[config.mk]
export PLATFORM = sky130hd
export DESIGN_NAME = whitespace_token_classifier_flat
export DESIGN_NICKNAME = d
export VERILOG_FILES = /design/src/rtl/wtc_pkg.sv /design/src/rtl/wtc_channels.sv /design/src/rtl/wtc_lexeme.sv /design/src/rtl/wtc_classify.sv /design/src/rtl/whitespace_token_classifier.sv /design/src/flat_wrapper.sv
export SDC_FILE = /design/constraint.sdc
export NUM_CORES = 1
export LEC_CHECK = 0
export ABC_AREA = 1
export BUFFER_PORTS_ARGS = -buffer_cell sky130_fd_sc_hd__buf_2
export CORE_MARGIN = 4
export CORE_UTILIZATION = 35
export CTS_CLUSTER_DIAMETER = 150
export DETAILED_ROUTE_END_ITERATION = 10
export SYNTH_ARGS = -nofsm -noshare
export SYNTH_HDL_FRONTEND = slang
export SYNTH_SLANG_ARGS = --single-unit
[constraint.sdc]
create_clock -name clk -period 2.1 [get_ports clk]
set_input_delay 0.105 -clock clk [delete_from_list [all_inputs] [get_ports clk]]
set_output_delay 0.105 -clock clk [all_outputs]
set_load 0.005 [all_outputs]
[src/rtl/wtc_pkg.sv]
// Shared types and constants of the whitespace token classifier.
package wtc_pkg;

  localparam int DEF_MAX_TOKEN_LEN = 64;
  localparam int PREFIX_DEPTH      = 6;
  localparam int TOK_LEN_W         = 7;

  typedef enum logic [3:0] {
    CLS_KEYWORD = 4'd0,
    CLS_VARTYPE = 4'd1,
    CLS_ARITH   = 4'd2,
    CLS_ASSIGN  = 4'd3,
    CLS_COMPARE = 4'd4,
    CLS_LBRACE  = 4'd5,
    CLS_RBRACE  = 4'd6,
    CLS_LPAREN  = 4'd7,
    CLS_RPAREN  = 4'd8,
    CLS_TERM    = 4'd9,
    CLS_SEP     = 4'd10,
    CLS_INT     = 4'd11,
    CLS_ID      = 4'd12,
    CLS_STRING  = 4'd13,
    CLS_ERROR   = 4'd14,
    CLS_END     = 4'd15
  } tok_class_t;

  // Lexeme summary handed to the classifier; len_code is the length when
  // it is at most six and 7 for anything longer.
  typedef struct packed {
    logic [PREFIX_DEPTH-1:0][7:0] prefix;
    logic [2:0]                   len_code;
    logic                         inside_quotes;
    logic                         identifier_ok;
    logic                         integer_ok;
    logic                         digit_seen;
  } lex_state_t;

endpackage

[src/rtl/wtc_channels.sv]
// Handshake channels of the token classifier: byte input and token result.
interface wtc_in_if;
  logic       valid;
  logic       ready;
  logic [7:0] char_code;
  logic       end_of_input;

  modport source (output valid, output char_code, output end_of_input, input ready);
  modport sink   (input valid, input char_code, input end_of_input, output ready);
endinterface

interface wtc_out_if;
  logic       valid;
  logic       ready;
  logic [3:0] token_class;
  logic [6:0] token_length;
  logic       too_long;
  logic       last;

  modport source (output valid, output token_class, output token_length,
                  output too_long, output last, input ready);
  modport sink   (input valid, input token_class, input token_length,
                  input too_long, input last, output ready);
endinterface

[src/rtl/wtc_lexeme.sv]
// Lexeme tracker: prefix bytes, length counter and per-byte class flags.
module wtc_lexeme #(
  parameter int MAX_TOKEN_LEN = wtc_pkg::DEF_MAX_TOKEN_LEN
) (
  input  logic                                   clk,
  input  logic                                   rst_n,
  input  logic                                   adv,
  input  logic [7:0]                             char_code,
  input  logic                                   end_of_input,
  output wtc_pkg::lex_state_t                    st,
  output logic [$clog2(MAX_TOKEN_LEN+1)-1:0]     len,
  output logic                                   overflow,
  output logic                                   delim
);
  import wtc_pkg::*;

  localparam int LEN_W = $clog2(MAX_TOKEN_LEN + 1);
  localparam logic [7:0] CH_SPACE = 8'h20;
  localparam logic [7:0] CH_TAB   = 8'h09;
  localparam logic [7:0] CH_LF    = 8'h0A;
  localparam logic [7:0] CH_QUOTE = 8'h22;
  localparam logic [7:0] CH_MINUS = 8'h2D;

  logic [PREFIX_DEPTH-1:0][7:0] prefix_r;
  logic [LEN_W-1:0] len_r, len_nxt;
  logic inq_r, inq_nxt;
  logic id_ok_r, id_ok_nxt;
  logic int_ok_r, int_ok_nxt;
  logic dig_r, dig_nxt;
  logic ovf_r, ovf_nxt;
  logic is_digit, is_letter, len_zero;

  assign is_digit  = (char_code >= 8'h30) && (char_code <= 8'h39);
  assign is_letter = ((char_code >= 8'h41) && (char_code <= 8'h5A)) ||
                     ((char_code >= 8'h61) && (char_code <= 8'h7A));
  assign len_zero  = (len_r == '0);

  // delimiters inside quotes are ordinary bytes
  assign delim = end_of_input ||
                 (!inq_r && ((char_code == CH_SPACE) || (char_code == CH_TAB) ||
                             (char_code == CH_LF)));

  always_comb begin
    len_nxt    = len_r;
    inq_nxt    = inq_r;
    id_ok_nxt  = id_ok_r;
    int_ok_nxt = int_ok_r;
    dig_nxt    = dig_r;
    ovf_nxt    = ovf_r;
    if (adv) begin
      if (delim) begin
        len_nxt    = '0;
        inq_nxt    = 1'b0;
        id_ok_nxt  = 1'b1;
        int_ok_nxt = 1'b1;
        dig_nxt    = 1'b0;
        ovf_nxt    = 1'b0;
      end else begin
        if (len_zero) begin
          id_ok_nxt  = is_letter;
          int_ok_nxt = (char_code == CH_MINUS) || is_digit;
        end else begin
          id_ok_nxt  = id_ok_r && (is_letter || is_digit);
          int_ok_nxt = int_ok_r && is_digit;
        end
        if (is_digit) dig_nxt = 1'b1;
        if (char_code == CH_QUOTE) inq_nxt = !inq_r;
        if (len_r < LEN_W'(MAX_TOKEN_LEN)) len_nxt = len_r + LEN_W'(1);
        else ovf_nxt = 1'b1;
      end
    end
  end

  always_ff @(posedge clk) begin
    if (!rst_n) begin
      len_r    <= '0;
      inq_r    <= 1'b0;
      id_ok_r  <= 1'b1;
      int_ok_r <= 1'b1;
      dig_r    <= 1'b0;
      ovf_r    <= 1'b0;
    end else begin
      len_r    <= len_nxt;
      inq_r    <= inq_nxt;
      id_ok_r  <= id_ok_nxt;
      int_ok_r <= int_ok_nxt;
      dig_r    <= dig_nxt;
      ovf_r    <= ovf_nxt;
    end
  end

  // only the first PREFIX_DEPTH bytes are kept; no reset, entries are written before use
  always_ff @(posedge clk) begin
    if (adv && !delim && (len_r < LEN_W'(PREFIX_DEPTH))) begin
      prefix_r[len_r[2:0]] <= char_code;
    end
  end

  always_comb begin
    st.prefix        = prefix_r;
    st.len_code      = (len_r < LEN_W'(7)) ? len_r[2:0] : 3'd7;
    st.inside_quotes = inq_r;
    st.identifier_ok = id_ok_r;
    st.integer_ok    = int_ok_r;
    st.digit_seen    = dig_r;
  end

  assign len      = len_r;
  assign overflow = ovf_r;

endmodule

[src/rtl/wtc_classify.sv]
// Token classifier: matches the kept prefix against the fixed tokens, else uses the lexeme flags.
module wtc_classify (
  input  wtc_pkg::lex_state_t st,
  output wtc_pkg::tok_class_t cls
);
  import wtc_pkg::*;

  // Tokens are right-aligned string literals of n bytes.
  function automatic logic tok_is(lex_state_t s, int unsigned n, logic [47:0] tok);
    logic [47:0] la;
    logic        hit;
    la  = tok << (8 * (PREFIX_DEPTH - n));
    hit = (s.len_code == 3'(n));
    for (int i = 0; i < PREFIX_DEPTH; i++) begin
      if ((i < n) && (s.prefix[i] != la[47 - 8*i -: 8])) hit = 1'b0;
    end
    return hit;
  endfunction

  logic kw, vt, ar, cmp;

  assign kw  = tok_is(st, 2, 48'("if"))     || tok_is(st, 2, 48'("IF"))     ||
               tok_is(st, 4, 48'("else"))   || tok_is(st, 4, 48'("ELSE"))   ||
               tok_is(st, 5, 48'("while"))  || tok_is(st, 5, 48'("WHILE"))  ||
               tok_is(st, 6, 48'("return")) || tok_is(st, 6, 48'("RETURN"));
  assign vt  = tok_is(st, 3, 48'("int"))  || tok_is(st, 3, 48'("INT")) ||
               tok_is(st, 4, 48'("char")) || tok_is(st, 4, 48'("CHAR"));
  assign ar  = tok_is(st, 1, 48'("+")) || tok_is(st, 1, 48'("-")) ||
               tok_is(st, 1, 48'("*")) || tok_is(st, 1, 48'("/"));
  assign cmp = tok_is(st, 1, 48'("<"))  || tok_is(st, 1, 48'(">"))  ||
               tok_is(st, 2, 48'("==")) || tok_is(st, 2, 48'("!=")) ||
               tok_is(st, 2, 48'("<=")) || tok_is(st, 2, 48'(">="));

  always_comb begin
    if (st.inside_quotes)                  cls = CLS_ERROR;
    else if (st.prefix[0] == 8'h22)        cls = CLS_STRING;
    else if (kw)                           cls = CLS_KEYWORD;
    else if (vt)                           cls = CLS_VARTYPE;
    else if (ar)                           cls = CLS_ARITH;
    else if (tok_is(st, 1, 48'("=")))      cls = CLS_ASSIGN;
    else if (cmp)                          cls = CLS_COMPARE;
    else if (tok_is(st, 1, 48'("{")))      cls = CLS_LBRACE;
    else if (tok_is(st, 1, 48'("}")))      cls = CLS_RBRACE;
    else if (tok_is(st, 1, 48'("(")))      cls = CLS_LPAREN;
    else if (tok_is(st, 1, 48'(")")))      cls = CLS_RPAREN;
    else if (tok_is(st, 1, 48'(";")))      cls = CLS_TERM;
    else if (tok_is(st, 1, 48'(",")))      cls = CLS_SEP;
    else if (st.integer_ok && st.digit_seen) cls = CLS_INT;
    else if (st.identifier_ok)             cls = CLS_ID;
    else                                   cls = CLS_ERROR;
  end

endmodule

[src/rtl/whitespace_token_classifier.sv]
// Byte-stream tokenizer: one byte item per cycle in, one token item per
// finished lexeme out. Each byte passes an input register, then the lexeme
// tracker and classifier, then the result register that holds the token; the
// sustained rate is one byte per clock, held back only by a stalled result
// register. Lexemes split on space, tab and newline outside double quotes;
// end_of_input closes the stream and always yields a token marked last
// (class 15 if nothing is pending). Lengths saturate at MAX_TOKEN_LEN with
// too_long set.
module whitespace_token_classifier #(
  parameter int MAX_TOKEN_LEN = wtc_pkg::DEF_MAX_TOKEN_LEN
) (
  input  logic             clk,
  input  logic             rst_n,
  wtc_in_if.sink           in_ch,
  wtc_out_if.source        out_ch
);
  import wtc_pkg::*;

  localparam int LEN_W = $clog2(MAX_TOKEN_LEN + 1);

  logic       a_valid_r, a_valid_nxt;
  logic [7:0] a_char_r;
  logic       a_eoi_r;
  logic       out_valid_r, out_valid_nxt;
  logic [3:0] out_cls_r;
  logic [6:0] out_len_r;
  logic       out_long_r;
  logic       out_last_r;

  logic       out_free, a_adv, in_fire, emit, delim, overflow;
  logic [LEN_W-1:0] len;
  lex_state_t st;
  tok_class_t cls;

  assign out_free    = !out_valid_r || out_ch.ready;
  assign a_adv       = a_valid_r && out_free;
  assign in_ch.ready = !a_valid_r || out_free;
  assign in_fire     = in_ch.valid && in_ch.ready;

  wtc_lexeme #(.MAX_TOKEN_LEN(MAX_TOKEN_LEN)) u_lexeme (
    .clk          (clk),
    .rst_n        (rst_n),
    .adv          (a_adv),
    .char_code    (a_char_r),
    .end_of_input (a_eoi_r),
    .st           (st),
    .len          (len),
    .overflow     (overflow),
    .delim        (delim)
  );

  wtc_classify u_classify (
    .st  (st),
    .cls (cls)
  );

  // a delimiter with nothing pending is dropped unless it ends the stream
  assign emit = a_adv && delim && ((len != '0) || a_eoi_r);

  always_comb begin
    a_valid_nxt = a_valid_r;
    if (in_fire)    a_valid_nxt = 1'b1;
    else if (a_adv) a_valid_nxt = 1'b0;
    out_valid_nxt = out_valid_r;
    if (emit)              out_valid_nxt = 1'b1;
    else if (out_ch.ready) out_valid_nxt = 1'b0;
  end

  always_ff @(posedge clk) begin
    if (!rst_n) begin
      a_valid_r   <= 1'b0;
      out_valid_r <= 1'b0;
    end else begin
      a_valid_r   <= a_valid_nxt;
      out_valid_r <= out_valid_nxt;
    end
  end

  always_ff @(posedge clk) begin
    if (in_fire) begin
      a_char_r <= in_ch.char_code;
      a_eoi_r  <= in_ch.end_of_input;
    end
    if (emit) begin
      if (len == '0) begin
        out_cls_r  <= CLS_END;
        out_len_r  <= '0;
        out_long_r <= 1'b0;
      end else begin
        out_cls_r  <= cls;
        out_len_r  <= TOK_LEN_W'(len);
        out_long_r <= overflow;
      end
      out_last_r <= a_eoi_r;
    end
  end

  assign out_ch.valid        = out_valid_r;
  assign out_ch.token_class  = out_cls_r;
  assign out_ch.token_length = out_len_r;
  assign out_ch.too_long     = out_long_r;
  assign out_ch.last         = out_last_r;

endmodule

[src/flat_wrapper.sv]
// flat-port wrapper written by rule: the top's interface ports become plain ports
module whitespace_token_classifier_flat import wtc_pkg::*;
#(
  parameter int MAX_TOKEN_LEN = wtc_pkg::DEF_MAX_TOKEN_LEN
)
  (clk, rst_n, in_ch_valid, in_ch_char_code, in_ch_end_of_input, in_ch_ready, out_ch_valid, out_ch_token_class, out_ch_token_length, out_ch_too_long, out_ch_last, out_ch_ready);
  wtc_in_if in_ch_i ();
  wtc_out_if out_ch_i ();
  input  logic clk;
  input  logic rst_n;
  input wire logic [$bits(in_ch_i.valid)-1:0] in_ch_valid;
  input wire logic [$bits(in_ch_i.char_code)-1:0] in_ch_char_code;
  input wire logic [$bits(in_ch_i.end_of_input)-1:0] in_ch_end_of_input;
  output wire logic [$bits(in_ch_i.ready)-1:0] in_ch_ready;
  output wire logic [$bits(out_ch_i.valid)-1:0] out_ch_valid;
  output wire logic [$bits(out_ch_i.token_class)-1:0] out_ch_token_class;
  output wire logic [$bits(out_ch_i.token_length)-1:0] out_ch_token_length;
  output wire logic [$bits(out_ch_i.too_long)-1:0] out_ch_too_long;
  output wire logic [$bits(out_ch_i.last)-1:0] out_ch_last;
  input wire logic [$bits(out_ch_i.ready)-1:0] out_ch_ready;
  assign in_ch_i.valid = in_ch_valid;
  assign in_ch_i.char_code = in_ch_char_code;
  assign in_ch_i.end_of_input = in_ch_end_of_input;
  assign in_ch_ready = in_ch_i.ready;
  assign out_ch_valid = out_ch_i.valid;
  assign out_ch_token_class = out_ch_i.token_class;
  assign out_ch_token_length = out_ch_i.token_length;
  assign out_ch_too_long = out_ch_i.too_long;
  assign out_ch_last = out_ch_i.last;
  assign out_ch_i.ready = out_ch_ready;
  whitespace_token_classifier #(.MAX_TOKEN_LEN(MAX_TOKEN_LEN)) u_core (.clk(clk), .rst_n(rst_n), .in_ch(in_ch_i), .out_ch(out_ch_i));
endmodule
==> results.toml <==
[setup_path]
cp_num_cells = 13
worstPathRequired_ns = 2.19
r2r_cells = 13
setup.worst_path.start_class = "flip-flop"
crit_fanout = 4
path_cells = "inv_1 -> nor2_2 -> nand2_1 -> inv_2 -> nand4_1 -> o31ai_2 -> nand2_1 -> nand3_2 -> nor2_1 -> nand2_1 -> nor2_1 -> nand2_1 -> nand2_1"
crit_type = "reg -> reg"
crit_top_cell = "nand2_1"
slowest_stage = "edfxtp_1"
end_kind = "flip-flop"
worst_path_dominant_cell_family = "simple AND/OR/NAND/NOR gates"
max_stage_delay_ns = 0.38
arrival_ns = 2.07
worst-path-buf-inv = 2

[place]
gp_congestion = 0.827
io_buffer_count = 27
hpwl_um = 6960

[route]
top_layer = "met4"
postRouteAntennaNets = 0
wl_met2_um = 4570
drtIter0Drc = 243
met3_length_um = 437
dr_total_vias = 3218
wl_um = 9320
drcViolationCount = 0
drtPass1Iterations = 5
wl_per_cell_um = 14.4
m1WireLength_um = 4030
vias_per_cell = 4.99

[clock_tree]
cts_max_level = 3
clockBufferDepth = 2
tritoncts = "built"
cts_sinks = 84
clk_latency_ns = 0.34
cts_buffers = 9
cts.clk_slew.worst_paths_ns = 0.06
cts-root-buf = "clkbuf_16"

[cells_and_area]
layout_commonest_cell = "nand2_1"
finalCoreUtilization = 0.458
layout-drive-gt1-share = 0.220
num_antenna_cells = 0
fin_nets = 515
area_growth_pct = 26.3
final_cell_mix = "79 x nand2_1, 70 x edfxtp_1, 64 x inv_1, 44 x nor2_1, 34 x buf_4"

[power]
switching_share = 0.210
p_clk_frac = 0.431
power.switching_mw = 0.750
seqPwrFrac = 0.518
peakVddDrop_mv = 0.408
cellLeakagePower_nw = 1.99
power.density_nw_per_um2 = 710
comb_power_share = 0.051
intPower_mw = 2.83

[synth]
ys_async_sr_fraction = 0
synth_edf_count = 70
syn-mean-instance-area_um2 = 9.40
syn_area_um2 = 3990
syn_inst = 424
ys_seq_area_frac = 0.597
ys_ff_latch = 84
synth_flop_cell = "edfxtp_1"
synth_warnings = 0
synth.distinct_cells = 40
syn_nets = 439

[min_path]
hold_depth = 3
hp-class = "in -> reg"

[global_route]
grt-ovfl-total = 0
grt_pass1_vias = 3111
grt_first_pass_wirelength_um = 14800
antenna_found_initial = 0
grt_max_degree = 15
grtUsageTotal = 0.149

[floorplanning]
dieHeight_um = 115
die_area_um2 = 13200
core_area_um2 = 11000
fp.dieW_um = 115
initial_utilization = 0.363
io_pins = 28
rows = 38

[run_status]
status = "finished clean"

[timing]
fmax_mhz = 505
hold_viol_final = 0
maxSlewHeadroom = 0.742
holdWs_ns = 0.0433
min_period_over_period = 0.944
clock_skew_ns = 0.00676
worstMarginPinSlew_ns = 0.386
period_minus_slack_ns = 1.98
final-setup-viol-count = 0
finalMaxSlewViolations = 0

[run]
max_cap_viol_count = 0
## final timing paths
path	startpoint	end	slack [ns]
hold / removal	in_ch_valid	u_core.a_valid_r	0.04
hold reg to reg	u_core.u_lexeme.dig_r	u_core.u_lexeme.dig_r	0.46
setup reg to reg	u_core.u_lexeme.st[20]	u_core.out_ch.token_class[2]	0.12
setup / recovery	u_core.u_lexeme.st[20]	u_core.out_ch.token_class[2]	0.12
## cells in the mapped netlist (all sizes together), types with 5 or more instances
library cell,number,share of area
inv,69,0.066
dfxtp,14,0.070
nor3,23,0.030
nor2,53,0.055
nand3,32,0.046
clkbuf,5,0.0047
o21ai,11,0.015
nand2,82,0.078
nand4,19,0.030
nor4,6,0.0094
edfxtp,70,0.53
a21oi,16,0.020
## cell families after synthesis
logic type / synth area share
flops: 0.597
xor+xnor: 0.00879
fa+ha+maj: 0.00627
buf+inv: 0.0750
simple gates: 0.259
compound gates: 0.0537
## what timing repair did
item | in CTS | in global routing
endpoints found under the hold margin | 11 | 0
endpoints found under the setup margin | 0 | 65
hold buffers | 10 | 0
resized for setup | 0 | 25
buffers inserted | 0 | 6
## state kept, by name, summed over array words and instances (netlist names), 4 cells and up
signal                      cells
u_core.u_lexeme.st             48
u_core.u_lexeme.len             7
u_core.a_char_r                 8
u_core.out_ch.token_class       4
u_core.out_ch.token_length      7
## per-layer routing
metal	vias up	GRT usage
met5	-	0
met4	0	0.0837
met3	22	0.0232
met2	93	0.253
met1	1507	0.180
li1	1596	-
## cell type report
type,instances,area [µm²]
Multi-Input combinational cell,264,1410
Inverter,69,264
Sequential cell,84,2380
Clock inverter,6,65.1
Tap cell,140,175
Clock buffer,10,229
Timing Repair Buffer,72,510
Fill cell,1017,5950
## stage by stage
step,instances,cell area [µm²],worst slack (ns),total power [mW],setup TNS [ns]
4_1_cts,639,4890,0.0456,3.61,0
3_3_place_gp,613,4490,0.0539,2.04,0
6_report,645,5030,0.118,3.58,0
3_5_place_dp,613,4490,0.0506,2.05,0
5_1_grt,645,5030,-0.0579,3.71,-0.238
2_1_floorplan,424,3990,-0.196,1.97,-4.71
## power groups by stage
stage	Clock, mW	Sequential (mW)	Combinational [mW]
after floorplan	0	1.89	0.0762
after global placement	0	1.89	0.158
after global routing	1.65	1.85	0.205
after detailed placement	0	1.89	0.159
final	1.54	1.85	0.184
after CTS	1.58	1.85	0.173
## worst register-to-register path, cell delays in order, from the launching register on
cell and delay, ns:
edfxtp_1 0.38, inv_1 0.06, nor2_2 0.13, nand2_1 0.11
inv_2 0.07, nand4_1 0.18, o31ai_2 0.33, nand2_1 0.11
nand3_2 0.07, nor2_1 0.06, nand2_1 0.08, nor2_1 0.06
nand2_1 0.05, nand2_1 0.05
Power figures use the tool's default switching activity.
